===== config.mk =====
export PLATFORM = sky130hd
export DESIGN_NAME = swsb_mod
export DESIGN_NICKNAME = d
export VERILOG_FILES = /design/src/hdl/swsb_pkg.sv /design/src/hdl/swsb_mod.sv
export SDC_FILE = /design/constraint.sdc
export NUM_CORES = 1
export LEC_CHECK = 0
export ABC_CLOCK_PERIOD_IN_PS = 4900
export BUFFER_PORTS_ARGS = -buffer_cell sky130_fd_sc_hd__buf_4
export CORE_ASPECT_RATIO = 0.8
export CORE_MARGIN = 2
export CORE_UTILIZATION = 57
export CTS_CLUSTER_DIAMETER = 80
export CTS_CLUSTER_SIZE = 20
export DETAILED_ROUTE_END_ITERATION = 8
export PLACE_DENSITY = 0.82
export SYNTH_ARGS = -nofsm -noshare
export SYNTH_HDL_FRONTEND = slang
export SYNTH_SLANG_ARGS = --single-unit

===== constraint.sdc =====
create_clock -name i_clk -period 4.9 [get_ports i_clk]
set_clock_uncertainty 0.05 [all_clocks]
set_input_delay 0.245 -clock i_clk [delete_from_list [all_inputs] [get_ports i_clk]]
set_output_delay 0.245 -clock i_clk [all_outputs]
set_load 0.02 [all_outputs]

===== src/hdl/swsb_pkg.sv =====
// Types and constants of the sliding window send buffer.
package swsb_pkg;

    localparam int SEQ_W   = 32;
    localparam int WS_W    = 5;
    localparam int PDU_W   = 12;
    localparam int BIDX_W  = 11;
    localparam int BYTE_W  = 8;
    localparam logic [WS_W-1:0] WS_RESET = 5'd16;

    typedef enum logic [1:0] {
        OP_ENQ   = 2'd0,
        OP_WRITE = 2'd1,
        OP_ACK   = 2'd2,
        OP_READ  = 2'd3
    } t_op;

    typedef struct packed {
        t_op                op;
        logic [SEQ_W-1:0]   seq_num;
        logic [PDU_W-1:0]   pdu_size;
        logic [BIDX_W-1:0]  byte_index;
        logic [BYTE_W-1:0]  data_byte;
    } t_item;

    typedef struct packed {
        logic               ok;
        logic               window_open;
        logic [SEQ_W-1:0]   current_count;
        logic [PDU_W-1:0]   size_out;
        logic [BYTE_W-1:0]  data_out;
    } t_result;

    typedef struct packed {
        logic               start;
        logic [SEQ_W-1:0]   dividend;
        logic [WS_W-1:0]    divisor;
    } t_mod_req;

    typedef struct packed {
        logic               done;
        logic [WS_W-1:0]    rem;
    } t_mod_rsp;

endpackage


===== src/hdl/swsb_mod.sv =====
// Bit-serial remainder unit: dividend modulo a small divisor, one bit a cycle.
module swsb_mod (
    input  logic              i_clk,
    input  logic              i_rst_n,
    input  swsb_pkg::t_mod_req i_req,
    output swsb_pkg::t_mod_rsp o_rsp
);
    import swsb_pkg::*;

    localparam int CNT_W = $clog2(SEQ_W + 1);

    logic             r_busy;
    logic             r_done;
    logic [CNT_W-1:0] r_cnt;
    logic [SEQ_W-1:0] r_dvd;
    logic [WS_W-1:0]  r_div;
    logic [WS_W-1:0]  r_rem;

    logic [WS_W:0]    trial;
    logic             fits;
    logic [WS_W-1:0]  rem_step;

    // shift in the next dividend bit, subtract when the divisor fits
    assign trial    = {r_rem, r_dvd[SEQ_W-1]};
    assign fits     = trial >= {1'b0, r_div};
    assign rem_step = fits ? WS_W'(trial - {1'b0, r_div}) : WS_W'(trial);

    always_ff @(posedge i_clk) begin
        if (!i_rst_n) begin
            r_busy <= 1'b0;
            r_done <= 1'b0;
            r_cnt  <= '0;
        end else begin
            r_done <= 1'b0;
            if (r_busy) begin
                r_rem <= rem_step;
                r_dvd <= {r_dvd[SEQ_W-2:0], 1'b0};
                r_cnt <= r_cnt - 1'b1;
                if (r_cnt == CNT_W'(1)) begin
                    r_busy <= 1'b0;
                    r_done <= 1'b1;
                end
            end else if (i_req.start) begin
                r_dvd  <= i_req.dividend;
                r_div  <= i_req.divisor;
                r_rem  <= '0;
                r_cnt  <= CNT_W'(SEQ_W);
                r_busy <= 1'b1;
            end
        end
    end

    assign o_rsp.done = r_done;
    assign o_rsp.rem  = r_rem;

endmodule


**Word level (Yosys, flattened, before mapping)**

Cells that the tools add are included.
Widths: inputs -> output; s select.

- Register bits: 50
- Bits in latches: 0
- RAM bits: 0
- Bits in read-only memories: 0
- Input port bits: 40
- Output and inout bits: 6
- Word-level logic and storage cells: 27
- Memories: 0

- Add/sub/neg operators: 2
- Multiply operators: 0
- Div/mod/pow operators: 0
- Magnitude comparators: 1
- Equal/unequal tests: 1
- Shift-type cells: 0
- Mux-type cells: 11
- Bitwise logic cells: 1
- Reductions and logical operators: 4

Operators with widths:

| operator | count |
|---|---|
| $mux 32 | 2 |
| $mux 5 | 3 |
| $mux 6 | 2 |
| $eq 6x1->1 const B | 1 |
| $ge 6x5->1 | 1 |
| $sub 6x1->6 const B | 1 |
| $sub 5x5->5 | 1 |
| $mux 1 | 4 |
| $reduce_and 2->1 | 2 |
| $reduce_and 3->1 | 1 |
| $reduce_bool 2->1 | 1 |
| $not 1->1 | 1 |

**Depth between registers and ports, before layout**

- Word-level depth: 3
- Gate-level depth with buffers: 8
- Mapped depth without buffers: 8

**Least setup slack after synthesis**

Ideal clock, no wire load.

- Kind: register -> register
- Start point: register r_busy
- End point: register r_dvd[0], enable pin
- Library setup time: 0.431 ns
- Data arrival time: 2.058 ns
- Setup slack: 2.361 ns
- Cell stages (with the launch flop): 4
- Period minus slack after synthesis: 2.539 ns
- Cells stage by stage: dfxtp_1 -> buf_4 -> nor2_1 -> nor2_1

- Word-level cells in the longest chain between the ends: 2

Ends and longest elaborated chain:

| item | line | text |
|---|---|---|
| from (decl) | swsb_mod.sv:12 | `logic r_busy;` |
| from (signal assigned) | swsb_mod.sv:30 | `r_busy <= 1'b0;` |
| from (signal assigned) | swsb_mod.sv:40 | `r_busy <= 1'b0;` |
| from (signal assigned) | swsb_mod.sv:48 | `r_busy <= 1'b1;` |
| $reduce_bool 2->1 (no source line) | - |  |
| $reduce_and 2->1 (no source line) | - |  |
| to (signal assigned) | swsb_mod.sv:37 | `r_dvd <= {r_dvd[SEQ_W-2:0], 1'b0};` |
| to (signal assigned) | swsb_mod.sv:44 | `r_dvd <= i_req.dividend;` |
| to (decl) | swsb_mod.sv:15 | `logic [SEQ_W-1:0] r_dvd;` |

No other way between the ends.
A chain may end at the register's enable or synchronous reset.

**Worst setup path after layout**

- Start point: register r_busy
- End point: register r_dvd[17], enable pin

The elaborated chain is that of the path after synthesis.

==> qor.log <==
qor: yosys.area_share_of_fa_ha_maj_cells_after_synthesis 0.04715
qor: floorplan.boundaryPins 46
qor: timing.setup_viol 0
qor: layout.n_fill_cell 256
qor: floorplan.floorplan.initialDensity 0.5961
qor: cts.cts.path.max_buffers 2
qor: global_route.grt_start_max_net_pins 45
qor: job.maxCapViolCount 0
qor: yosys.netlist_top_cells_area edfxtp_1 55%, mux2_2 15%, dfxtp_1 7.0%
qor: detailed_routing.drt_iter0_markers 98
qor: detailed_routing.drt_pass1_iterations 4
qor: yosys.post_synth_and_or_nand_nor_area_fraction 0.06634
qor: detailed_routing.post_drt_wl_per_cell 15.18 um
qor: global_route.globalRouteOverflowTotal 0
qor: cts.cts_root_buffer clkbuf_8
qor: yosys.synthesis_stage_register_bit_count 50
qor: critical_path.cp-end-kind register
qor: timing.finalSetupTns 0 ns
qor: timing.final_period_minus_worst_setup_slack 2.482 ns
qor: pwr.total_leakage_power 1.066 nW
qor: pwr.clock_power_share 0.258
qor: yosys.post-synth-top-area-cell edfxtp_1
qor: pwr.sw_frac_of_total 0.2365
qor: pwr.power_report.internal_total 0.6706 mW
qor: yosys.synthDistinctLibCells 31
qor: yosys.largest_family_of_logic_cells_by_synthesized_area multiplexers
qor: layout.layout_cells_sized_above_1 0.4300
qor: yosys.ys.warnings.count 0
qor: cts.clkSlewWorstSetupHoldPaths 0.08 ns
qor: timing.rsz0062_at_grt no
qor: outcome.status completed
qor: pwr.comb_power_share 0.148
qor: detailed_routing.detailroute.via_count 1,413
qor: placement.finalWeightedCongestion 0.8488
qor: placement.io_buffers 45
qor: yosys.multiplexer_share_of_the_synthesized_area 0.1617
qor: global_route.first_global_vias 1,371
qor: cts.cts_resized 0
qor: timing.hold_viol_final 0
qor: critical_path.path_max_fanout 44
qor: detailed_routing.vias_per_cell 5.393
qor: timing.timing.final.crit_share 0.5065
qor: yosys.syn-cell-area 2282 um^2
qor: timing.drv_slew 0
qor: cts.clock-sinks 50
qor: yosys.synth_xor_xnor_area_share 0.01151
qor: cts.cts_inserted_buffers 5
qor: detailed_routing.detail_route.drc_violations 0
qor: floorplan.design.die.area 4529 um^2
qor: yosys.net_count_after_synthesis 208
qor: critical_path.critical_path_source_type register
qor: layout.mostFrequentLayoutCells 45 x buf_4, 42 x edfxtp_1, 31 x mux2_2
qor: yosys.synth_compound_area_frac 0.05428
qor: floorplan.fp.dieH 60.60 um
qor: layout.antenna_cells_inserted 0
qor: detailed_routing.routed_wl 3978 um
qor: layout.stdcell_count 262
qor: layout.layout_commonest_cell buf_4
qor: layout.final_nets 254
qor: critical_path.setup.worst_path.class reg2reg
qor: floorplan.fp.dieW 74.75 um
qor: floorplan.core.rowCount 20
qor: timing.slew_headroom 0.3375
qor: floorplan.total_core_area 3829 um^2
qor: placement.postPlaceCellArea 2664 um^2
qor: cts.clock_tree.htree_level_count 2
qor: cts.cts_tree done
qor: placement.hpwlAfterDp 2814 um
qor: pwr.p_switching 0.2077 mW
qor: placement.placed_cells_incl_taps 254
qor: critical_path.critical_path.cell_chain nor2_1 > nor2_4
qor: cts.hold_buffers 0
qor: layout.area_overhead_vs_synth 20.34%
qor: yosys.synth_seq_area_share 0.6228
qor: yosys.synth_top_cell_area_share 0.5526
qor: pwr.power_density 319.8 nW/um^2
qor: cts.clkLatencyLatePin 0.30 ns
qor: global_route.initial_antenna_violation_count 0
qor: layout.post_route_cell_area 2746 um^2
qor: cts.post_cts.repair.setup_buffers 0
qor: critical_path.critical_path_arrival 2.36 ns
qor: timing.worst_slew_pin_slew 0.9913 ns
qor: pwr.max_ir_drop_vdd 237.0 uV
qor: critical_path.max_stage_delay_cell_worst_path dfxtp_2
qor: yosys.syn-instance-count 160
qor: critical_path.critical_path_required 4.77 ns
qor: critical_path.crit_path_max_incr_delay 0.93 ns
qor: global_route.gr_usage_total 0.1892
qor: pwr.seqPwrFrac 0.594
qor: min_path.min_path_type in2reg
qor: timing.fmax 402.9 MHz
qor: yosys.synthesis.area_per_instance 14.26 um^2
qor: detailed_routing.post_detailed_route_count_of_antenna_violating_nets 0
qor: global_route.grt_first_pass_wirelength 6161 um
kinds of logic after synthesis:
kind of cell | count (synthesis)
compound gates | 18
xor+xnor | 3
fa+ha+maj | 8
buf+inv | 19
flops | 50
mux | 33
simple gates | 29
per-stage QoR:
stage / setup slack, ns / utilization / hold WS, ns / power, mW
CTS: 2.391 / 0.7173 / 0.06400 / 0.8818
detailed placement: 2.398 / 0.6958 / 0.3743 / 0.6614
floorplan: 2.361 / - / 0.2939 / 0.6108
global placement: 2.522 / 0.6958 / 0.3732 / 0.6512
global route: 2.212 / 0.7173 / 0.05906 / 0.9113
finish: 2.418 / 0.7173 / 0.07174 / 0.8783
final cells by class:
| type | count | area (um^2) | area share |
|---|---|---|---|
| repair buffers | 45 | 337.8 | 0.1230 |
| well taps | 55 | 68.82 | 0.02506 |
| multi-input cells | 91 | 785.8 | 0.2861 |
| inverters | 13 | 48.80 | 0.01777 |
| clock inverters | 2 | 10.01 | 0.003645 |
| flip-flops and latches | 50 | 1423 | 0.5180 |
| clock buffers | 6 | 72.57 | 0.02642 |
cell usage after synthesis:
| cell type | instances |
|---|---|
| o221ai_1 | 1 |
| o21a_1 | 1 |
| a221oi_1 | 1 |
| a21oi_1 | 7 |
| or3_1 | 2 |
| or3b_4 | 1 |
| o21ai_0 | 1 |
| nand2_1 | 5 |
| nor2_1 | 10 |
| o221ai_2 | 1 |
| nand3b_1 | 1 |
| a311oi_1 | 1 |
| dfxtp_1 | 8 |
| fa_1 | 1 |
| clkbuf_1 | 1 |
| nor3_1 | 4 |
| and2_1 | 1 |
| nor2_2 | 1 |
| buf_2 | 3 |
| nand3_1 | 2 |
| mux2i_1 | 2 |
| nor4b_2 | 1 |
| edfxtp_1 | 42 |
| xnor2_1 | 3 |
| nor2b_1 | 1 |
| ha_1 | 7 |
| inv_1 | 13 |
| buf_4 | 2 |
| o22ai_1 | 2 |
| a211oi_1 | 3 |
| mux2_2 | 31 |
path summary, 6_finish.rpt:
| kind | startpoint | end | slack (ns) | cells after the start |
|---|---|---|---|---|
| max reg2reg | r_busy | r_dvd[17] | 2.42 | 2 |
| min reg2reg | r_cnt[3] | r_cnt[3] | 0.46 | 2 |
| max | r_busy | r_dvd[17] | 2.42 | 2 |
| min | i_req[1] | r_div[1] | 0.07 | 1 |
critical path: cells and delay by family (launching register included):
kind | cells | cell delay [ns]
simple gates | 2 | 1.12
flops | 1 | 0.93
per-layer routing:
metal	GRT usage	wire [um]	vias to the layer above
li1	-	-	682
met1	0.2177	1632	690
met2	0.3350	2086	35
met3	0.04983	196	6
met4	0.08673	64	0
met5	0	0	-
power groups by stage:
| stage | Combinational, mW | Sequential, mW | Clock [mW] |
|---|---|---|---|
| 2_1_floorplan | 0.0884 | 0.522 | 0 |
| 3_3_place_gp | 0.122 | 0.529 | 0 |
| 3_5_place_dp | 0.130 | 0.531 | 0 |
| 4_1_cts | 0.131 | 0.522 | 0.229 |
| 5_1_grt | 0.143 | 0.526 | 0.243 |
| 6_report | 0.130 | 0.522 | 0.227 |
flip-flops by register name (all words and copies together), names as in the netlist:
name / count
r_busy: 1
r_cnt: 6
r_div: 5
r_done: 1
r_dvd: 32
r_rem: 5
Power figures use the tool's default switching activity.
