### config.mk
export PLATFORM = sky130hd
export DESIGN_NAME = swsb_ram
export DESIGN_NICKNAME = d
export VERILOG_FILES = /design/src/hdl/swsb_ram.sv
export SDC_FILE = /design/constraint.sdc
export NUM_CORES = 1
export LEC_CHECK = 0
export ABC_CLOCK_PERIOD_IN_PS = 5100
export BUFFER_PORTS_ARGS = -buffer_cell sky130_fd_sc_hd__buf_2
export CAP_MARGIN = 40
export CORE_MARGIN = 8
export CORE_UTILIZATION = 62
export CTS_CLUSTER_DIAMETER = 50
export DETAILED_ROUTE_END_ITERATION = 10
export PLACE_DENSITY = 0.8
export SLEW_MARGIN = 10
export SYNTH_ARGS = -nofsm -noshare
export SYNTH_HDL_FRONTEND = slang
export SYNTH_SLANG_ARGS = --single-unit
### constraint.sdc
create_clock -name i_clk -period 5.1 [get_ports i_clk]
set_clock_uncertainty 0.1 [all_clocks]
set_input_delay 0.255 -clock i_clk [delete_from_list [all_inputs] [get_ports i_clk]]
set_output_delay 0.255 -clock i_clk [all_outputs]
set_load 0.005 [all_outputs]
### src/hdl/swsb_ram.sv
// Generic single-write, single-read RAM with registered read data.
module swsb_ram #(
    parameter int WIDTH = 8,
    parameter int DEPTH = 16
) (
    input  logic                                   i_clk,
    input  logic                                   i_we,
    input  logic [((DEPTH > 1) ? $clog2(DEPTH) : 1)-1:0] i_waddr,
    input  logic [WIDTH-1:0]                       i_wdata,
    input  logic                                   i_re,
    input  logic [((DEPTH > 1) ? $clog2(DEPTH) : 1)-1:0] i_raddr,
    output logic [WIDTH-1:0]                       o_rdata
);

    logic [WIDTH-1:0] r_mem [DEPTH];
    logic [WIDTH-1:0] r_rdata;

    always_ff @(posedge i_clk) begin
        if (i_we) begin
            r_mem[i_waddr] <= i_wdata;
        end
        if (i_re) begin
            r_rdata <= r_mem[i_raddr];
        end
    end

    assign o_rdata = r_rdata;

endmodule

Word-level counts from Yosys, hierarchy flattened
Memory sizes are Yosys's and may differ from the RTL's. A register that Yosys moved wholly into a read port is not among the register bits.
Cells that the tools add are included.
- bits in registers: 0
- memory bits (writable): 128
- input port bits: 19
- output and inout bits: 8
- word-level logic and storage cells: 3
- memories: 1
- memories (memory ; depth ; width ; rd ports ; clocked after Yosys merged registers in ; write ports ; RTL line ; source):
    r_mem ; 16 ; 8 ; 1 ; 1 ; 1 ; 15 ; logic [WIDTH-1:0] r_mem [DEPTH];
- mux-type cells: 2
- operators by type and width (operator ; count):
    two-way mux 1 bit ; 2

Depth between registers and ports, before layout
Gate-level depths: netlist of the first run.
- depth after elaboration: 2
- depth in mapped cells: 5
- mapped depth without buffers: 3

Least setup slack after synthesis of the first run
No wires, ideal clock.
- path kind: input-to-reg
- from: input i_waddr[2] (netlist name)
- to: memory r_mem[0][0] (enable)
- arrival time: 1365 ps
- data required time: 4617 ps
- setup slack: 3252 ps
- cell stages on the path: 2
- path through: or3b_2 > nor3_1
- RTL lines (element ; RTL line ; source):
    from (decl) ; 8 ; input logic [((DEPTH > 1) ? $clog2(DEPTH) : 1)-1:0] i_waddr,
    to (decl) ; 15 ;
Straight into the memory's write port.

==> results of run 1 <==
-- worst register-to-register path: stages, from the launching register on --
cell and delay (ps):
edfxtp_1 390, mux4_2 490, a22oi_1 330, nand2_1 110
-- area by class of cell --
cell class | count | share of cell area [%]
multi-input cells | 83 | 17.4
well taps | 105 | 2.14
flip-flops and latches | 136 | 66.6
clock inverters | 13 | 3.31
clock buffers | 18 | 6.82
repair buffers | 38 | 3.71
-- cell usage after synthesis --
cell type        count  area (um2)
or3b_2               1        8.76
clkdlybuf4s25_2      3        30.0
mux4_2              18         405
nand3b_1             2        15.0
a22oi_1             16         120
and2b_1              1        7.51
buf_6                3        33.8
edfxtp_1           136        4080
nor3_1               4        20.0
nand2_1              9        33.8
and2_1               1        6.26
mux4_1              14         368
nand2b_1             2        12.5
buf_2                3        15.0
buf_4                1        7.51
nor2_1              13        48.8
nand3_1              1        5.00
nor2b_1              1        6.26
-- kinds of logic after synthesis --
group                  count (synthesis)
multiplexers                          32
buffers and inverters                 10
AO/OA/AOI/OAI                         16
flip-flops                           136
AND/OR/NAND/NOR                       35
-- state kept, by name (all words and copies together), names as in the netlist --
signal and count:
r_mem 128, o_rdata 8
-- metal layers --
metal  global-route usage (%)  part of all wire [%]  vias up
met1                     25.4                    41     1320
met5                        0                     0        -
met2                     29.9                    49      143
met4                     8.42                   2.2        0
met3                     5.51                   7.1       22
li1                         -                     -     1074
-- stage by stage --
step                hold WS (ps)  instances
floorplan                    254        229
global placement             529        350
detailed placement           534        360
CTS                         1.50        392
global route                6.45        393
finish                      11.1        393
-- power by group through the flow --
stage          registers (mW)  logic [mW]  clock network, mW
3_3_place_gp             1.29       0.103                  0
2_1_floorplan            1.29      0.0636                  0
3_5_place_dp             1.29       0.110                  0
4_1_cts                  1.27       0.113               1.29
6_report                 1.27       0.112               1.28
5_1_grt                  1.27       0.121               1.34
-- worst min-delay path by stage --
stage / depth (start not counted) / end
final: 1 / r_mem[9][0]
after global routing: 1 / r_mem[0][0]
after CTS: 1 / r_mem[15][0]
after detailed placement: 1 / o_rdata[1]
after global placement: 1 / r_mem[6][0]
after floorplan: 0 / r_mem[0][0]
-- repair_timing --
action	CTS	global route
hold buffers	1	0
gates resized for setup	0	0
hold endpoints to repair	6	0
setup endpoints to repair	0	0
==> flow_summary.json, run 1 <==
{
  "drt-pass1-iter-count": 4,
  "p_per_area_nw_per_um2": 434,
  "cts-htree-levels": 4,
  "antenna_found_initial": 0,
  "cap_violations": 0,
  "ir_drop_mv": 0.367,
  "grt_pass1_wl_um": 15800,
  "die_w_um": 108,
  "vias_per_cell": 6.51,
  "clk_latency_ps": 510,
  "path_cells": "buf_2 -> buf_12 -> mux4_2 -> a22oi_1 -> nand2_1",
  "rows": 33,
  "synth_compound_gate_area_share_pct": 2.30,
  "min_period_ps": 1750,
  "post-place-ws_ps": 2850,
  "place_area_um2": 5500,
  "syn-num-nets": 248,
  "worst-path-stages": 5,
  "final-hold-violation-count": 0,
  "synth_xor_area_share_pct": 0,
  "crit_path_max_incr_delay_ps": 520,
  "postCtsSetupBuffers": 0,
  "hpwlAfterDp_um": 6100,
  "path_buf_inv": 2,
  "clock_tree.root_cell": "clkbuf_8",
  "final_cell_mix": "edfxtp_1 (136), buf_2 (29), mux4_2 (18)",
  "fillCellCount": 445,
  "r2r-start": "r_mem[3][4]",
  "wl_um": 10600,
  "diodes": 0,
  "worstRegToRegCells": 3,
  "place_congestion": 0.722,
  "rsz0062_at_grt": "false",
  "ff_latch_area_um2": 4080,
  "p_leak_nw": 2.08,
  "vias": 2559,
  "syn_to_final_growth_pct": 17.3,
  "period_share_pct": 34.3,
  "path_delay_family": "buffers and inverters",
  "cts_tree": "built",
  "pwr-share-seq_pct": 47.6,
  "setup.worst_path.start_class": "input pin",
  "synth_top_family_by_area": "multiplexers",
  "syn_area_per_cell_um2": 22.8,
  "fp.coreArea_um2": 8220,
  "finalPower_mw": 2.66,
  "pwr-share-comb_pct": 4.2,
  "layout_commonest_cell": "edfxtp_1",
  "critPathLaunch": "i_raddr[0]",
  "start_util_pct": 63.6,
  "synth_cells": 229,
  "grt_pass1_vias": 2595,
  "synthDistinctLibCells": 18,
  "synth_seq_cells": 136,
  "numCtsBuffers": 17,
  "crit_arrival_ps": 1910,
  "fin_util_pct": 74.6,
  "cts_buffer_depth": 2,
  "tightest_slew_ps": 851,
  "max_freq_mhz": 572,
  "port_buffers": 26,
  "synth_mux_area_share_pct": 14.8,
  "setup_slack_ps": 3350,
  "grt_usage_pct": 19.4,
  "hp-class": "in -> reg",
  "die_h_um": 108,
  "syn-cell-area_um2": 5230,
  "status": "finished, final reports clean",
  "hold_start": "i_wdata[0]",
  "dieArea_um2": 11600,
  "power_switching_mw": 0.519,
  "cts_sinks": 136,
  "clkSlewWorstSetupHoldPaths_ps": 60,
  "ys_seq_area_share_pct": 78.1,
  "drive_above_1_share_pct": 30.2,
  "power.internal_mw": 2.14,
  "r2r_setup_slack_ps": 3430,
  "required_ps": 5260,
  "grt_overflow_total": 0,
  "criticalPathCategory": "in -> reg",
  "final_cell_area_um2": 6130,
  "fin_setup_tns_ps": 0,
  "p_clk_share_pct": 48.2,
  "ys_warn_count": 0,
  "drt-initial-drc-count": 223,
  "post_drt_wl_per_cell_um": 26.9,
  "finalNetCount": 295,
  "cp-end-kind": "register",
  "slowest_stage": "mux4_2",
  "drv_slew": 0,
  "switching_share_pct": 19.5,
  "setup_violations": 0,
  "synthAdderAreaFrac_pct": 0,
  "postRouteAntennaNets": 0,
  "grt_max_degree": 33,
  "max_slew_margin_pct": 43.0,
  "drc_errors": 0,
  "cp_max_fo": 17,
  "yosys.area_share.simple_pct": 3.14,
  "endpoint": "o_rdata[4]",
  "multi_input_area_um2": 1070,
  "r2r-end": "o_rdata[4]",
  "io_pins": 27
}
Note: power is estimated with default switching activity, not from simulation.
==> run 2, diff against run 1 <==
--- a/config.mk
+++ b/config.mk
@@ -5,14 +5,14 @@
 export SDC_FILE = /design/constraint.sdc
 export NUM_CORES = 1
 export LEC_CHECK = 0
-export ABC_CLOCK_PERIOD_IN_PS = 5100
+export ABC_CLOCK_PERIOD_IN_PS = 1430
 export BUFFER_PORTS_ARGS = -buffer_cell sky130_fd_sc_hd__buf_2
 export CAP_MARGIN = 40
 export CORE_MARGIN = 8
-export CORE_UTILIZATION = 62
+export CORE_UTILIZATION = 54
 export CTS_CLUSTER_DIAMETER = 50
 export DETAILED_ROUTE_END_ITERATION = 10
-export PLACE_DENSITY = 0.8
+export PLACE_DENSITY = 0.73
 export SLEW_MARGIN = 10
 export SYNTH_ARGS = -nofsm -noshare
 export SYNTH_HDL_FRONTEND = slang
==> constraint.sdc (replaced) <==
create_clock -name i_clk -period 1.43 [get_ports i_clk]
set_clock_uncertainty 0.1 [all_clocks]
set_input_delay 0.0715 -clock i_clk [delete_from_list [all_inputs] [get_ports i_clk]]
set_output_delay 0.0715 -clock i_clk [all_outputs]
set_load 0.005 [all_outputs]
==> run 2 against run 1 <==
Compared with the run above:
- the flow now finishes with violations (negative setup slack)
- highest routed layer unchanged
- first-iteration DRC count is 17% lower
- wire length is 3.1% lower
- design area is 5.3% higher
- critical path type is now reg -> reg
- clock-buffer cell count is 1 lower
- die area is 13% higher
- power grew to 3.6 times the previous value
- cell count is 14% higher
- worst hold slack better by 87 ps
- largest cell class unchanged
- core utilization is 7.3 points lower
- via count is 1.4% lower
==> flow_summary.json, run 2 (same netlist as run 1, synthesis figures left out) <==
{
  "clk_latency_ps": 510,
  "cts_tree": "built",
  "vias": 2523,
  "ir_drop_mv": 0.780,
  "syn_to_final_growth_pct": 23.5,
  "grt_overflow_total": 0,
  "numCtsBuffers": 17,
  "switching_share_pct": 18.6,
  "setup.worst_path.start_class": "register",
  "rsz0062_at_grt": "true",
  "fin_setup_tns_ps": -460,
  "path_cells": "mux4_2 -> a22oi_2 -> nand2_1",
  "drv_slew": 0,
  "p_clk_share_pct": 48.4,
  "clock_tree.root_cell": "clkbuf_8",
  "drive_above_1_share_pct": 39.2,
  "postRouteAntennaNets": 0,
  "finalNetCount": 322,
  "die_h_um": 114,
  "pwr-share-comb_pct": 4.9,
  "start_util_pct": 54.5,
  "antenna_found_initial": 0,
  "period_share_pct": 108,
  "drt-initial-drc-count": 184,
  "slowest_stage": "mux4_2",
  "tightest_slew_ps": 864,
  "postCtsSetupBuffers": 0,
  "cp-end-kind": "register",
  "wl_um": 10300,
  "layout_commonest_cell": "edfxtp_1",
  "pwr-share-seq_pct": 46.7,
  "required_ps": 1590,
  "p_leak_nw": 2.20,
  "largest_reg_flops": 128,
  "status": "finished with violations",
  "cts-htree-levels": 4,
  "io_pins": 27,
  "max_freq_mhz": 646,
  "final_cell_mix": "edfxtp_1 (136), mux4_2 (30), buf_2 (26)",
  "diodes": 0,
  "die_w_um": 114,
  "r2r-start": "r_mem[11][4]",
  "cts_sinks": 136,
  "rows": 36,
  "post-place-ws_ps": -371,
  "clkSlewWorstSetupHoldPaths_ps": 60,
  "power_switching_mw": 1.81,
  "dieArea_um2": 13100,
  "grt_pass1_wl_um": 15900,
  "setup_slack_ps": -119,
  "hp-class": "in -> reg",
  "cts_buffer_depth": 2,
  "cp_max_fo": 1,
  "fp.coreArea_um2": 9590,
  "place_congestion": 0.710,
  "hold_start": "i_waddr[2]",
  "fillCellCount": 608,
  "grt_pass1_vias": 2735,
  "drc_errors": 0,
  "regMostFlops": "r_mem",
  "min_period_ps": 1550,
  "final-hold-violation-count": 0,
  "power.internal_mw": 7.88,
  "post_drt_wl_per_cell_um": 22.8,
  "critPathLaunch": "r_mem[11][4]",
  "grt_max_degree": 20,
  "vias_per_cell": 5.62,
  "violations": "negative setup slack",
  "setup_violations": 8,
  "max_slew_margin_pct": 42.2,
  "crit_arrival_ps": 1710,
  "criticalPathCategory": "reg -> reg",
  "hpwlAfterDp_um": 6490,
  "port_buffers": 26,
  "drt-pass1-iter-count": 4,
  "grt_usage_pct": 17.3,
  "crit_path_max_incr_delay_ps": 490,
  "p_per_area_nw_per_um2": 1500,
  "cap_violations": 0
}
[run 2: cell count changes in the layout (fill, tap and decap cells not counted), sizes merged]
| cell | delta |
|---|---|
| clkbuf | -1 |
| clkinv | +2 |
| inv | -1 |
| dlygate4sd3 | +10 |
| buf | +17 |
| bufinv | +1 |
[run 2: layout make-up]
| type | instances | area [um2] | share of cell area (%) |
|---|---|---|---|
| multi-input combinational | 83 | 1050 | 16.2 |
| timing repair buffer | 65 | 513 | 7.95 |
| clock inverter | 15 | 231 | 3.59 |
| tap | 133 | 166 | 2.58 |
| clock buffer | 17 | 414 | 6.41 |
| sequential | 136 | 4080 | 63.3 |
[run 2: path summary, 6_finish.rpt]
kind / slack [ps] / cells after the start / to
max: -120 / 3 / o_rdata[4]
min: 100 / 4 / r_mem[0][5]
max reg2reg: -120 / 3 / o_rdata[4]
min reg2reg: 670 / 3 / o_rdata[6]
[run 2: metrics by stage]
| stage | util, % | hold WS, ps | power [mW] | std cells | instance area, um2 |
|---|---|---|---|---|---|
| 6_report | 67.3 | 97.6 | 9.69 | 449 | 6460 |
| 5_1_grt | 67.3 | 81.8 | 9.97 | 449 | 6460 |
| 4_1_cts | 67.3 | 57.1 | 9.79 | 449 | 6460 |
| 3_5_place_dp | 59.6 | 361 | 5.05 | 406 | 5720 |
| 3_3_place_gp | 59.6 | 356 | 5.03 | 406 | 5720 |
| 2_1_floorplan | - | 70.4 | 4.82 | 229 | 5240 |
[run 2: routing by layer]
layer  track usage, %  routed length [um]
met4             6.83                  97
met5                0                   0
met2             27.6                5280
met3             5.17                 662
met1             21.9                4210
[run 2: power groups by stage]
stage	clock, mW	combinational, mW	sequential (mW)
2_1_floorplan	0	0.230	4.59
3_3_place_gp	0	0.435	4.60
3_5_place_dp	0	0.445	4.60
4_1_cts	4.77	0.489	4.52
5_1_grt	4.92	0.520	4.53
6_report	4.69	0.479	4.52
[run 2: what timing repair did]
item                       in CTS  in global routing
cloned                          0                  0
pin swaps                       4                  2
setup endpoints to repair       8                  8
hold buffers                   11                  0
resized for setup              18                  0
hold endpoints to repair      148                  0
[run 2: worst max-delay path, delay by kind of cell (launching register included)]
| family | cells | cell delay [ps] |
|---|---|---|
| and+or+nand+nor | 1 | 90 |
| DFF | 1 | 360 |
| muxes | 1 | 490 |
| AOI/OAI and AO/OA | 1 | 260 |
==> run 3, diff against run 2 <==
--- a/config.mk
+++ b/config.mk
@@ -13,6 +13,7 @@
 export CTS_CLUSTER_DIAMETER = 50
 export DETAILED_ROUTE_END_ITERATION = 10
 export PLACE_DENSITY = 0.73
+export RECOVER_POWER = 50
 export SLEW_MARGIN = 10
 export SYNTH_ARGS = -nofsm -noshare
 export SYNTH_HDL_FRONTEND = slang
==> run 3 against run 2 <==
Compared with the run above:
- the run still ends with negative setup slack left
- first-iteration DRC count is 14% higher
- sequential share of layout area is 0.11 points higher
- largest cell class unchanged
- clock-buffer cell count did not move
- worst hold slack worse by 1.7 ps
==> flow_summary.json, run 3 (same netlist as run 1, synthesis figures left out) <==
{
  "cp-end-kind": "register",
  "p_per_area_nw_per_um2": 1500,
  "top_usage_layer": "met2",
  "max_slew_margin_pct": 40.5,
  "cts_tree": "built",
  "grt_usage_pct": 17.3,
  "drc_errors": 0,
  "syn_to_final_growth_pct": 23.3,
  "grt_util_met3_pct": 5.17,
  "vias": 2534,
  "placed_cells": 406,
  "layoutNonFillerInstCount": 449,
  "endpoint": "o_rdata[4]",
  "required_ps": 1590,
  "hpwlAfterDp_um": 6490,
  "dieArea_um2": 13100,
  "setup.worst_path.start_class": "register",
  "wl_um": 10300,
  "post_drt_wl_per_cell_um": 22.8,
  "cts_buffer_depth": 2,
  "grt_pass1_vias": 2735,
  "cts_sinks": 136,
  "io_pins": 27,
  "largest_reg_flops": 128,
  "rsz0062_at_grt": "true",
  "ir_drop_mv": 0.781,
  "clk_latency_ps": 520,
  "worstRegToRegCells": 3,
  "postRouteAntennaNets": 0,
  "postCtsSetupBuffers": 0,
  "tightest_slew_ps": 890,
  "layout_commonest_cell": "edfxtp_1",
  "final_cell_mix": "edfxtp_1 (136), mux4_2 (30), buf_4 (23)",
  "period_share_pct": 109,
  "use_met1_pct": 21.9,
  "grt_max_degree": 20,
  "drive_above_1_share_pct": 36.4,
  "start_util_pct": 54.5,
  "drt-initial-drc-count": 210,
  "status": "finished with violations",
  "clkSlewWorstSetupHoldPaths_ps": 60,
  "max_freq_mhz": 644,
  "grt_overflow_total": 0,
  "cts-htree-levels": 4,
  "die_h_um": 114,
  "setup_slack_ps": -124,
  "antenna_found_initial": 0,
  "finalNetCount": 322,
  "r2r-end": "o_rdata[4]",
  "setup_violations": 8,
  "grt_pass1_wl_um": 15900,
  "numCtsBuffers": 17,
  "cp_max_fo": 1,
  "r2r-start": "r_mem[11][4]",
  "use_met2_pct": 27.6,
  "violations": "negative setup slack",
  "fp.coreArea_um2": 9590,
  "p_leak_nw": 2.17,
  "final-hold-violation-count": 0,
  "rows": 36,
  "diodes": 0,
  "regMostFlops": "r_mem",
  "place_congestion": 0.710,
  "cap_violations": 0,
  "drt-pass1-iter-count": 4,
  "fillCellCount": 607,
  "crit_arrival_ps": 1720,
  "critPathLaunch": "r_mem[11][4]",
  "fin_util_pct": 67.2,
  "hp-class": "in -> reg",
  "port_buffers": 26,
  "die_w_um": 114,
  "finalPower_mw": 9.69,
  "drv_slew": 0,
  "vias_per_cell": 5.64,
  "criticalPathCategory": "reg -> reg",
  "r2r_setup_slack_ps": -120,
  "min_period_ps": 1550,
  "clock_tree.root_cell": "clkbuf_8"
}
-- run 3: cell count changes in the layout (fill, tap and decap cells not counted) --
cell,delta
buf_2,-9
clkbuf_1,+9
-- run 3: layout make-up --
type	count	area (um2)	area share, %
sequential	136	4080	63.4
multi-input combinational	83	1050	16.2
timing repair buffer	65	502	7.78
clock buffer	17	414	6.43
clock inverter	15	231	3.59
tap	133	166	2.58
-- run 3: worst min path at each step --
stage | startpoint | endpoint | slack (ps) | cells after the start
2_1_floorplan | i_wdata[0] | r_mem[0][0] | 70 | 0
3_3_place_gp | i_wdata[0] | r_mem[13][0] | 360 | 1
3_5_place_dp | i_wdata[0] | r_mem[15][0] | 360 | 1
4_1_cts | i_waddr[3] | r_mem[0][6] | 60 | 4
5_1_grt | i_waddr[3] | r_mem[0][4] | 80 | 4
6_report | i_waddr[2] | r_mem[3][3] | 100 | 4
-- run 3: layer usage --
layer / vias up / wire length (um)
met4: 0 / 126
li1: 1118 / -
met5: - / 0
met3: 12 / 593
met2: 90 / 5290
met1: 1314 / 4240
-- run 3: what timing repair did --
item,4_1_cts,5_1_grt
pin swaps,4,2
gates resized for setup,18,0
endpoints found under the hold margin,148,0
setup endpoints to repair,8,8
hold buffers,11,0
-- run 3: report_power, final --
part / switching, mW / internal, mW
sequential: 0.0279 / 4.50
clock: 1.53 / 3.16
combinational: 0.251 / 0.227
total: 1.81 / 7.88
-- run 3: per-stage QoR --
stage               cell area [um2]  worst slack [ps]  hold slack (ps)  TNS (ps)
finish                         6440              -124             95.9      -492
global route                   6440              -161             81.8      -904
CTS                            6460              -162             57.1      -552
detailed placement             5720              -371              361     -2370
global placement               5720              -328              356     -1890
floorplan                      5240             -17.5             70.4      -284
-- run 3: worst max-delay path, stage by stage (launching register included) --
cell      delay, ps
edfxtp_1        360
mux4_2          490
a22oi_2         260
nand2_1          90
